### config.mk
export PLATFORM = sky130hd
export DESIGN_NAME = deque_with_search_and_erase_core
export DESIGN_NICKNAME = d
export VERILOG_FILES = /design/src/rtl/core/dqse_pkg.sv /design/src/rtl/core/deque_with_search_and_erase_core.sv /design/src/rtl/core/dqse_ram.sv
export SDC_FILE = /design/constraint.sdc
export NUM_CORES = 1
export LEC_CHECK = 0
export BUFFER_PORTS_ARGS = -buffer_cell sky130_fd_sc_hd__buf_2
export CAP_MARGIN = 5
export CORE_MARGIN = 1.5
export CORE_UTILIZATION = 45
export DETAILED_ROUTE_END_ITERATION = 7
export SLEW_MARGIN = 20
export SYNTH_ARGS = -nofsm -noshare
export SYNTH_HDL_FRONTEND = slang
export SYNTH_HIERARCHICAL = 1
export SYNTH_SLANG_ARGS = --single-unit
### constraint.sdc
create_clock -name clk -period 16.55 [get_ports clk]
set_clock_uncertainty 0.2 [all_clocks]
set_input_delay 0.8275 -clock clk [delete_from_list [all_inputs] [get_ports clk]]
set_output_delay 0.8275 -clock clk [all_outputs]
set_load 0.02 [all_outputs]
### src/rtl/core/dqse_pkg.sv
package dqse_pkg;

	localparam int DEPTH    = 16;
	localparam int KEY_BITS = 32;
	localparam int IDX_W    = (DEPTH > 1) ? $clog2(DEPTH) : 1;
	localparam int CNT_W    = $clog2(DEPTH + 1);

	localparam logic [2:0] FUNC_PUSH_BACK  = 3'd0;
	localparam logic [2:0] FUNC_PUSH_FRONT = 3'd1;
	localparam logic [2:0] FUNC_POP_BACK   = 3'd2;
	localparam logic [2:0] FUNC_POP_FRONT  = 3'd3;
	localparam logic [2:0] FUNC_FIND       = 3'd4;
	localparam logic [2:0] FUNC_ERASE      = 3'd5;

	localparam logic [1:0] STATUS_OK        = 2'd0;
	localparam logic [1:0] STATUS_EMPTY     = 2'd1;
	localparam logic [1:0] STATUS_FULL      = 2'd2;
	localparam logic [1:0] STATUS_NOT_FOUND = 2'd3;

	typedef logic signed [KEY_BITS-1:0] key_t;
	typedef logic [IDX_W-1:0] idx_t;
	typedef logic [CNT_W-1:0] cnt_t;

	typedef struct packed {
		logic [2:0]         func;
		logic signed [31:0] key;
	} cmd_word_t;

	typedef struct packed {
		logic [1:0]         status;
		logic               found;
		logic signed [31:0] front_value;
		logic signed [31:0] back_value;
		logic [4:0]         count;
		logic               is_empty;
	} result_word_t;

	// The offset must lie between zero and DEPTH.
	function automatic idx_t ring_add(idx_t base, cnt_t off);
		logic [CNT_W:0] sum;
		sum = (CNT_W + 1)'(base) + (CNT_W + 1)'(off);
		if (sum >= (CNT_W + 1)'(DEPTH)) begin
			sum = sum - (CNT_W + 1)'(DEPTH);
		end
		return IDX_W'(sum);
	endfunction

	function automatic idx_t ring_inc(idx_t p);
		return (p == IDX_W'(DEPTH - 1)) ? '0 : p + 1'b1;
	endfunction

	function automatic idx_t ring_dec(idx_t p);
		return (p == '0) ? IDX_W'(DEPTH - 1) : p - 1'b1;
	endfunction

endpackage

### src/rtl/core/deque_with_search_and_erase_core.sv
// Push, pop and unused codes pass through the read-front, read-back and capture states before the result.
// Find first walks the entries from the front in the search state, up to the first match or the last entry.
// Erase then moves each later entry one place forward in the shift state to close the gap.
// One item is in flight at a time; the next word can be taken in the cycle that shows the result.
// The receiver cannot stall: each result word is shown for exactly one cycle.
// Reset clears pointers and count at once; stored entries are not cleared.
module deque_with_search_and_erase_core (
	input  logic                   clk,
	input  logic                   arst_n,
	input  logic                   start,
	output logic                   busy,
	input  dqse_pkg::cmd_word_t    cmd,
	output logic                   done,
	output dqse_pkg::result_word_t result
);

	typedef enum logic [2:0] {
		ST_IDLE,
		ST_SEARCH,
		ST_SHIFT,
		ST_RD_FRONT,
		ST_RD_BACK,
		ST_CAPTURE
	} state_t;

	state_t                 state_q;
	dqse_pkg::idx_t         front_q;
	dqse_pkg::cnt_t         occ_q;
	dqse_pkg::cnt_t         idx_q;
	dqse_pkg::idx_t         rd_ptr_q;
	dqse_pkg::idx_t         wr_ptr_q;
	logic [2:0]             func_q;
	dqse_pkg::key_t         key_q;
	logic [1:0]             status_q;
	logic                   found_q;
	dqse_pkg::key_t         front_val_q;
	logic                   done_q;
	dqse_pkg::result_word_t result_q;

	logic                   accept;
	logic                   ram_we;
	dqse_pkg::idx_t         ram_waddr;
	dqse_pkg::key_t         ram_wdata;
	dqse_pkg::idx_t         ram_raddr;
	dqse_pkg::key_t         ram_rdata;
	dqse_pkg::key_t         cmd_key;
	logic                   full;
	logic                   empty;

	assign busy    = (state_q != ST_IDLE);
	assign accept  = start && !busy;
	assign cmd_key = dqse_pkg::key_t'(cmd.key);
	assign full    = (occ_q == dqse_pkg::CNT_W'(dqse_pkg::DEPTH));
	assign empty   = (occ_q == '0);
	assign done    = done_q;
	assign result  = result_q;

	always_comb begin
		ram_we    = 1'b0;
		ram_waddr = front_q;
		ram_wdata = key_q;
		ram_raddr = front_q;
		unique case (state_q)
			ST_IDLE: begin
				if (accept && !full) begin
					if (cmd.func == dqse_pkg::FUNC_PUSH_BACK) begin
						ram_we    = 1'b1;
						ram_waddr = dqse_pkg::ring_add(front_q, occ_q);
						ram_wdata = cmd_key;
					end else if (cmd.func == dqse_pkg::FUNC_PUSH_FRONT) begin
						ram_we    = 1'b1;
						ram_waddr = dqse_pkg::ring_dec(front_q);
						ram_wdata = cmd_key;
					end
				end
			end
			ST_SEARCH: begin
				ram_raddr = dqse_pkg::ring_inc(rd_ptr_q);
			end
			ST_SHIFT: begin
				ram_we    = 1'b1;
				ram_waddr = wr_ptr_q;
				ram_wdata = ram_rdata;
				ram_raddr = dqse_pkg::ring_inc(rd_ptr_q);
			end
			ST_RD_FRONT: begin
				ram_raddr = front_q;
			end
			ST_RD_BACK: begin
				ram_raddr = empty ? front_q : dqse_pkg::ring_add(front_q, occ_q - 1'b1);
			end
			ST_CAPTURE: begin
				ram_raddr = front_q;
			end
			default: begin
				ram_raddr = front_q;
			end
		endcase
	end

	dqse_ram #(
		.WIDTH(dqse_pkg::KEY_BITS),
		.DEPTH(dqse_pkg::DEPTH)
	) u_entries (
		.clk  (clk),
		.we   (ram_we),
		.waddr(ram_waddr),
		.wdata(ram_wdata),
		.raddr(ram_raddr),
		.rdata(ram_rdata)
	);

	always_ff @(posedge clk or negedge arst_n) begin
		if (!arst_n) begin
			state_q  <= ST_IDLE;
			front_q  <= '0;
			occ_q    <= '0;
			idx_q    <= '0;
			rd_ptr_q <= '0;
			wr_ptr_q <= '0;
			done_q   <= 1'b0;
		end else begin
			done_q <= 1'b0;
			unique case (state_q)
				ST_IDLE: begin
					if (accept) begin
						func_q   <= cmd.func;
						key_q    <= cmd_key;
						found_q  <= 1'b0;
						status_q <= dqse_pkg::STATUS_OK;
						state_q  <= ST_RD_FRONT;
						unique case (cmd.func)
							dqse_pkg::FUNC_PUSH_BACK: begin
								if (full) begin
									status_q <= dqse_pkg::STATUS_FULL;
								end else begin
									occ_q <= occ_q + 1'b1;
								end
							end
							dqse_pkg::FUNC_PUSH_FRONT: begin
								if (full) begin
									status_q <= dqse_pkg::STATUS_FULL;
								end else begin
									front_q <= dqse_pkg::ring_dec(front_q);
									occ_q   <= occ_q + 1'b1;
								end
							end
							dqse_pkg::FUNC_POP_BACK: begin
								if (empty) begin
									status_q <= dqse_pkg::STATUS_EMPTY;
								end else begin
									occ_q <= occ_q - 1'b1;
								end
							end
							dqse_pkg::FUNC_POP_FRONT: begin
								if (empty) begin
									status_q <= dqse_pkg::STATUS_EMPTY;
								end else begin
									front_q <= dqse_pkg::ring_inc(front_q);
									occ_q   <= occ_q - 1'b1;
								end
							end
							dqse_pkg::FUNC_FIND, dqse_pkg::FUNC_ERASE: begin
								if (empty) begin
									status_q <= dqse_pkg::STATUS_NOT_FOUND;
								end else begin
									rd_ptr_q <= front_q;
									idx_q    <= '0;
									state_q  <= ST_SEARCH;
								end
							end
							default: begin
							end
						endcase
					end
				end
				ST_SEARCH: begin
					if (ram_rdata == key_q) begin
						found_q <= 1'b1;
						if (func_q == dqse_pkg::FUNC_ERASE) begin
							if ((idx_q + 1'b1) >= occ_q) begin
								occ_q   <= occ_q - 1'b1;
								state_q <= ST_RD_FRONT;
							end else begin
								wr_ptr_q <= rd_ptr_q;
								rd_ptr_q <= dqse_pkg::ring_inc(rd_ptr_q);
								state_q  <= ST_SHIFT;
							end
						end else begin
							state_q <= ST_RD_FRONT;
						end
					end else if ((idx_q + 1'b1) == occ_q) begin
						status_q <= dqse_pkg::STATUS_NOT_FOUND;
						state_q  <= ST_RD_FRONT;
					end else begin
						idx_q    <= idx_q + 1'b1;
						rd_ptr_q <= dqse_pkg::ring_inc(rd_ptr_q);
					end
				end
				ST_SHIFT: begin
					if (((dqse_pkg::CNT_W + 1)'(idx_q) + 2'd2) >= (dqse_pkg::CNT_W + 1)'(occ_q)) begin
						occ_q   <= occ_q - 1'b1;
						state_q <= ST_RD_FRONT;
					end else begin
						idx_q    <= idx_q + 1'b1;
						wr_ptr_q <= rd_ptr_q;
						rd_ptr_q <= dqse_pkg::ring_inc(rd_ptr_q);
					end
				end
				ST_RD_FRONT: begin
					state_q <= ST_RD_BACK;
				end
				ST_RD_BACK: begin
					front_val_q <= ram_rdata;
					state_q     <= ST_CAPTURE;
				end
				ST_CAPTURE: begin
					result_q.status      <= status_q;
					result_q.found       <= found_q;
					result_q.front_value <= empty ? '0 : 32'(front_val_q);
					result_q.back_value  <= empty ? '0 : 32'(ram_rdata);
					result_q.count       <= 5'(occ_q);
					result_q.is_empty    <= empty;
					done_q               <= 1'b1;
					state_q              <= ST_IDLE;
				end
				default: begin
					state_q <= ST_IDLE;
				end
			endcase
		end
	end

	a_occ_bound: assert property (@(posedge clk) disable iff (!arst_n)
		occ_q <= dqse_pkg::CNT_W'(dqse_pkg::DEPTH))
		else $error("Occupancy exceeds the ring depth.");

	a_done_idle: assert property (@(posedge clk) disable iff (!arst_n)
		done |-> !busy)
		else $error("Result word shown while an operation is still running.");

	a_accept_busy: assert property (@(posedge clk) disable iff (!arst_n)
		accept |=> busy)
		else $error("Accepted word did not start an operation.");

	a_found_ok: assert property (@(posedge clk) disable iff (!arst_n)
		(done && result.found) |-> (result.status == dqse_pkg::STATUS_OK))
		else $error("A match was reported with a failing status.");

	a_empty_flag: assert property (@(posedge clk) disable iff (!arst_n)
		done |-> (result.is_empty == (result.count == 5'd0)))
		else $error("Empty flag disagrees with the count.");

endmodule

### src/rtl/core/dqse_ram.sv
module dqse_ram #(
	parameter int WIDTH  = 32,
	parameter int DEPTH  = 16,
	parameter int ADDR_W = (DEPTH > 1) ? $clog2(DEPTH) : 1
) (
	input  logic              clk,
	input  logic              we,
	input  logic [ADDR_W-1:0] waddr,
	input  logic [WIDTH-1:0]  wdata,
	input  logic [ADDR_W-1:0] raddr,
	output logic [WIDTH-1:0]  rdata
);

	logic [WIDTH-1:0] mem [DEPTH];

	always_ff @(posedge clk) begin
		if (we) begin
			mem[waddr] <= wdata;
		end
		rdata <= mem[raddr];
	end

endmodule

==> results.yml <==
cts:
  post_cts_hold_buffer_count: 0
  cts.repair.resized: 0
  clk-insertion-delay-late_ps: 610
  cts.sink_count: 713
  tritoncts.num_buffers: 75
  postCtsSetupRepairBufs: 0
  ctsRootBufferMaster: "sky130_fd_sc_hd__clkbuf_16"
  path_clk_slew_ps: 60
  cts_h_tree_depth: 3
  tritoncts: "yes"
  clock_path_buffers: 3
route:
  wl_per_cell_um: 24.85
  post-route-drc-count: 0
  detail-route-antenna-nets: 0
  route.final.wire_length_mm: 63.51
  avgViaCountPerCell: 5.634
  detailroute.via_count: 14400
  detail_route.first_pass.iterations: 5
  dr.first_iter.drc_count: 1326
placed_design:
  place_hpwl_mm: 38.80
  placement.cell_area_sq_mm: 0.02973
  portBuffers: 112
  place_congestion: 0.8139
grt:
  gr-usage-all-layers: 0.2024
  antenna_violations_before_repair: 3
  vias_in_the_first_global_route: 14460
  grt_overflow_total: 0
  grt_start_max_net_pins: 74
  grt_pass1_wl_mm: 94.63
power:
  power.share.switching: 0.3316
  power_leakage_nw: 10.93
  vdd_drop_max_v: 0.0001636
  clock_power_share: 0.270
  power_density_mw_per_mm2: 199.7
  seq_power_share: 0.374
  internal_portion_of_total_power_w: 0.004315
  power.share.combinational: 0.357
  switchingPower_w: 0.002141
yosys:
  yosys.area_share.simple: 0.05164
  synth_compound_area_frac: 0.04647
  synthTopCellsByCount: "655 x sky130_fd_sc_hd__edfxtp_1, 128 x sky130_fd_sc_hd__mux4_2, 118 x sky130_fd_sc_hd__nand2_1"
  synthMuxAreaShare: 0.1095
  avgSynthCellArea_sq_um: 18.51
  yosys_register_bits: 713
  synth_ff_type: "sky130_fd_sc_hd__edfxtp_1"
  async_reset_ff_frac: 0.03647
  largest_family_of_logic_cells_by_synthesized_area: "multiplexers"
  synth-edff-count: 655
  yosys.area.top_type_share: 0.7017
  syn-num-nets: 1578
  synth_warnings: 6
  post-synth-top-count-cell: "sky130_fd_sc_hd__edfxtp_1"
  synth_cells: 1514
  post_synth_instance_area_sq_mm: 0.02803
  yosysSeqAreaShare: 0.7478
  synth_cell_types: 61
  netlist_top_cells_area: "sky130_fd_sc_hd__edfxtp_1 70%, sky130_fd_sc_hd__mux4_2 10%, sky130_fd_sc_hd__a22oi_1 2.6%"
  synth_adder_area_share: 0.01214
  synth_largest_area_cell: "sky130_fd_sc_hd__edfxtp_1"
  synth_xor_xnor_area_share: 0.01625
floorplanning:
  die_x_um: 252.6
  placement_rows: 91
  overall_die_height_um: 252.6
  floorplan.initialDensity: 0.4551
  dieArea_sq_mm: 0.06380
  ios: 113
  placeableCoreArea_sq_mm: 0.06160
sta:
  timing.final.crit_period_ps: 5699
  rsz0062_at_grt: "false"
  setup_violations: 0
  timing_max_transition_violations_final: 0
  relSlewSlack: 0.2831
  final.setup.tns_ps: 0
  timing.final.hold_violations: 0
  timing.final.crit_share: 0.3443
  worst_slew_pin_slew_ps: 1073
  worst_hold_slack_ps: 82.59
  fmax_ghz: 0.1755
hold_path:
  worst_hold_path_type: "input pin to async pin"
final_layout:
  final_cell_area_sq_mm: 0.03233
  final_nets: 1718
  areaGrowthSynthToFinish_pct: 15.35
  drive_gt1_frac: 0.2516
job:
  max-cap-violations: 0
worst_setup_path:
  crit_path_required_time_ps: 16840
  worst-endpoint-arrival_ps: 5990
  setup.worst_path.class: "register to register"
  worst_setup_path_end_kind: "register"
  crit_fanout: 69
  critPathLaunchType: "register"
run_status:
  outcome: "finished, final reports clean"
[registers in the layout, indices dropped and copies added (netlist names)]
signal           cells
u_entries/mem      512
status_q             2
result              73
occ_q                5
front_val_q         32
state_q              3
key_q               32
found_q              1
rd_ptr_q             4
done                 1
func_q               3
wr_ptr_q             4
u_entries/rdata     32
front_q              4
idx_q                5
[layer usage]
layer	vias up	GRT usage	wire length, um
met5	-	0	30
met4	4	0.05406	1010
met3	66	0.03440	3991
met2	455	0.3259	30890
met1	7573	0.2871	27600
li1	6303	-	-
[cells in the final DEF, fill, tap and decap left out, drive strengths merged, types with 5 or more instances in the layout]
| master | Yosys | final |
|---|---|---|
| mux2i | 7 | 7 |
| nand3 | 9 | 9 |
| a21o | 6 | 6 |
| bufinv | 0 | 12 |
| edfxtp | 655 | 655 |
| xnor2 | 16 | 16 |
| nor4 | 9 | 9 |
| nand2b | 6 | 6 |
| clkbuf | 35 | 85 |
| dfrtp | 26 | 26 |
| and2 | 71 | 71 |
| dfxtp | 32 | 32 |
| a21oi | 20 | 20 |
| ha | 24 | 24 |
| buf | 43 | 141 |
| nand2 | 118 | 118 |
| inv | 23 | 26 |
| clkinv | 0 | 38 |
| xor2 | 36 | 36 |
| mux4 | 128 | 128 |
| nor2 | 34 | 34 |
| nor3 | 11 | 11 |
| o21ai | 26 | 26 |
| mux2 | 10 | 10 |
| a31oi | 5 | 5 |
| a22oi | 97 | 97 |
[path summary, 6_finish.rpt]
kind                                                 from                          end  slack (ps)  depth (start not counted)
worst min-delay path                               arst_n       front_q[0]$_DFFE_PN0P_          80                          1
min in group clk                                  cmd[10]          key_q[10]$_DFFE_PP_         210                          1
worst min register to register  status_q[1]$_SDFFCE_PP1P_         result[72]$_DFFE_PP_         220                          0
worst max register to register       occ_q[1]$_DFFE_PN0P_  u_entries/rdata[15]$_DFF_P_       10850                         12
worst max-delay path                 occ_q[1]$_DFFE_PN0P_  u_entries/rdata[15]$_DFF_P_       10850                         12
max in group asynchronous                          arst_n       state_q[2]$_DFFE_PN0P_       15590                          1
[critical path, stage by stage (launching register included)]
cell                      delay, ps
sky130_fd_sc_hd__dfrtp_1        420
sky130_fd_sc_hd__inv_1          220
sky130_fd_sc_hd__ha_1           300
sky130_fd_sc_hd__or4b_2         610
sky130_fd_sc_hd__buf_4          300
sky130_fd_sc_hd__nand3_1        190
sky130_fd_sc_hd__o22ai_1        130
sky130_fd_sc_hd__a21oi_4        840
sky130_fd_sc_hd__buf_4          800
sky130_fd_sc_hd__buf_4          710
sky130_fd_sc_hd__mux4_2         410
sky130_fd_sc_hd__a22oi_1        270
sky130_fd_sc_hd__nand2_1         90
[final cells by class]
| class | instances | area [sq um] |
|---|---|---|
| Fill cell | 4886 | 29260 |
| Clock buffer | 85 | 1956 |
| Tap cell | 837 | 1047 |
| Multi-Input combinational cell | 700 | 6780 |
| Inverter | 23 | 86.33 |
| Sequential cell | 713 | 20960 |
| Antenna cell | 2 | 5.005 |
| Clock inverter | 55 | 643.1 |
| Timing Repair Buffer | 141 | 855.8 |
[metrics by stage]
step	instances	utilization	total power (W)	setup slack [ps]
final	2556	0.5249	0.006456	10850
after global routing	2554	0.5248	0.006782	10480
after CTS	2554	0.5248	0.006526	10800
after detailed placement	2414	0.4826	0.004782	10730
after global placement	2409	0.4808	0.004715	10750
after floorplan	1514	-	0.004108	10950
[power groups by stage]
stage | clock network (W) | logic [W] | registers [W]
after CTS | 0.00177 | 0.00234 | 0.00241
after global placement | 0 | 0.00227 | 0.00245
after global routing | 0.00185 | 0.00250 | 0.00243
after detailed placement | 0 | 0.00233 | 0.00245
after floorplan | 0 | 0.00173 | 0.00238
final | 0.00174 | 0.00230 | 0.00241
[cells by family after synthesis]
group	after synthesis
multiplexers	145
flip-flops	713
adder cells (fa/ha/maj)	26
XOR/XNOR	52
buffers and inverters	101
AO/OA/AOI/OAI	187
AND/OR/NAND/NOR	290
Note: power is estimated with default switching activity, not from simulation.
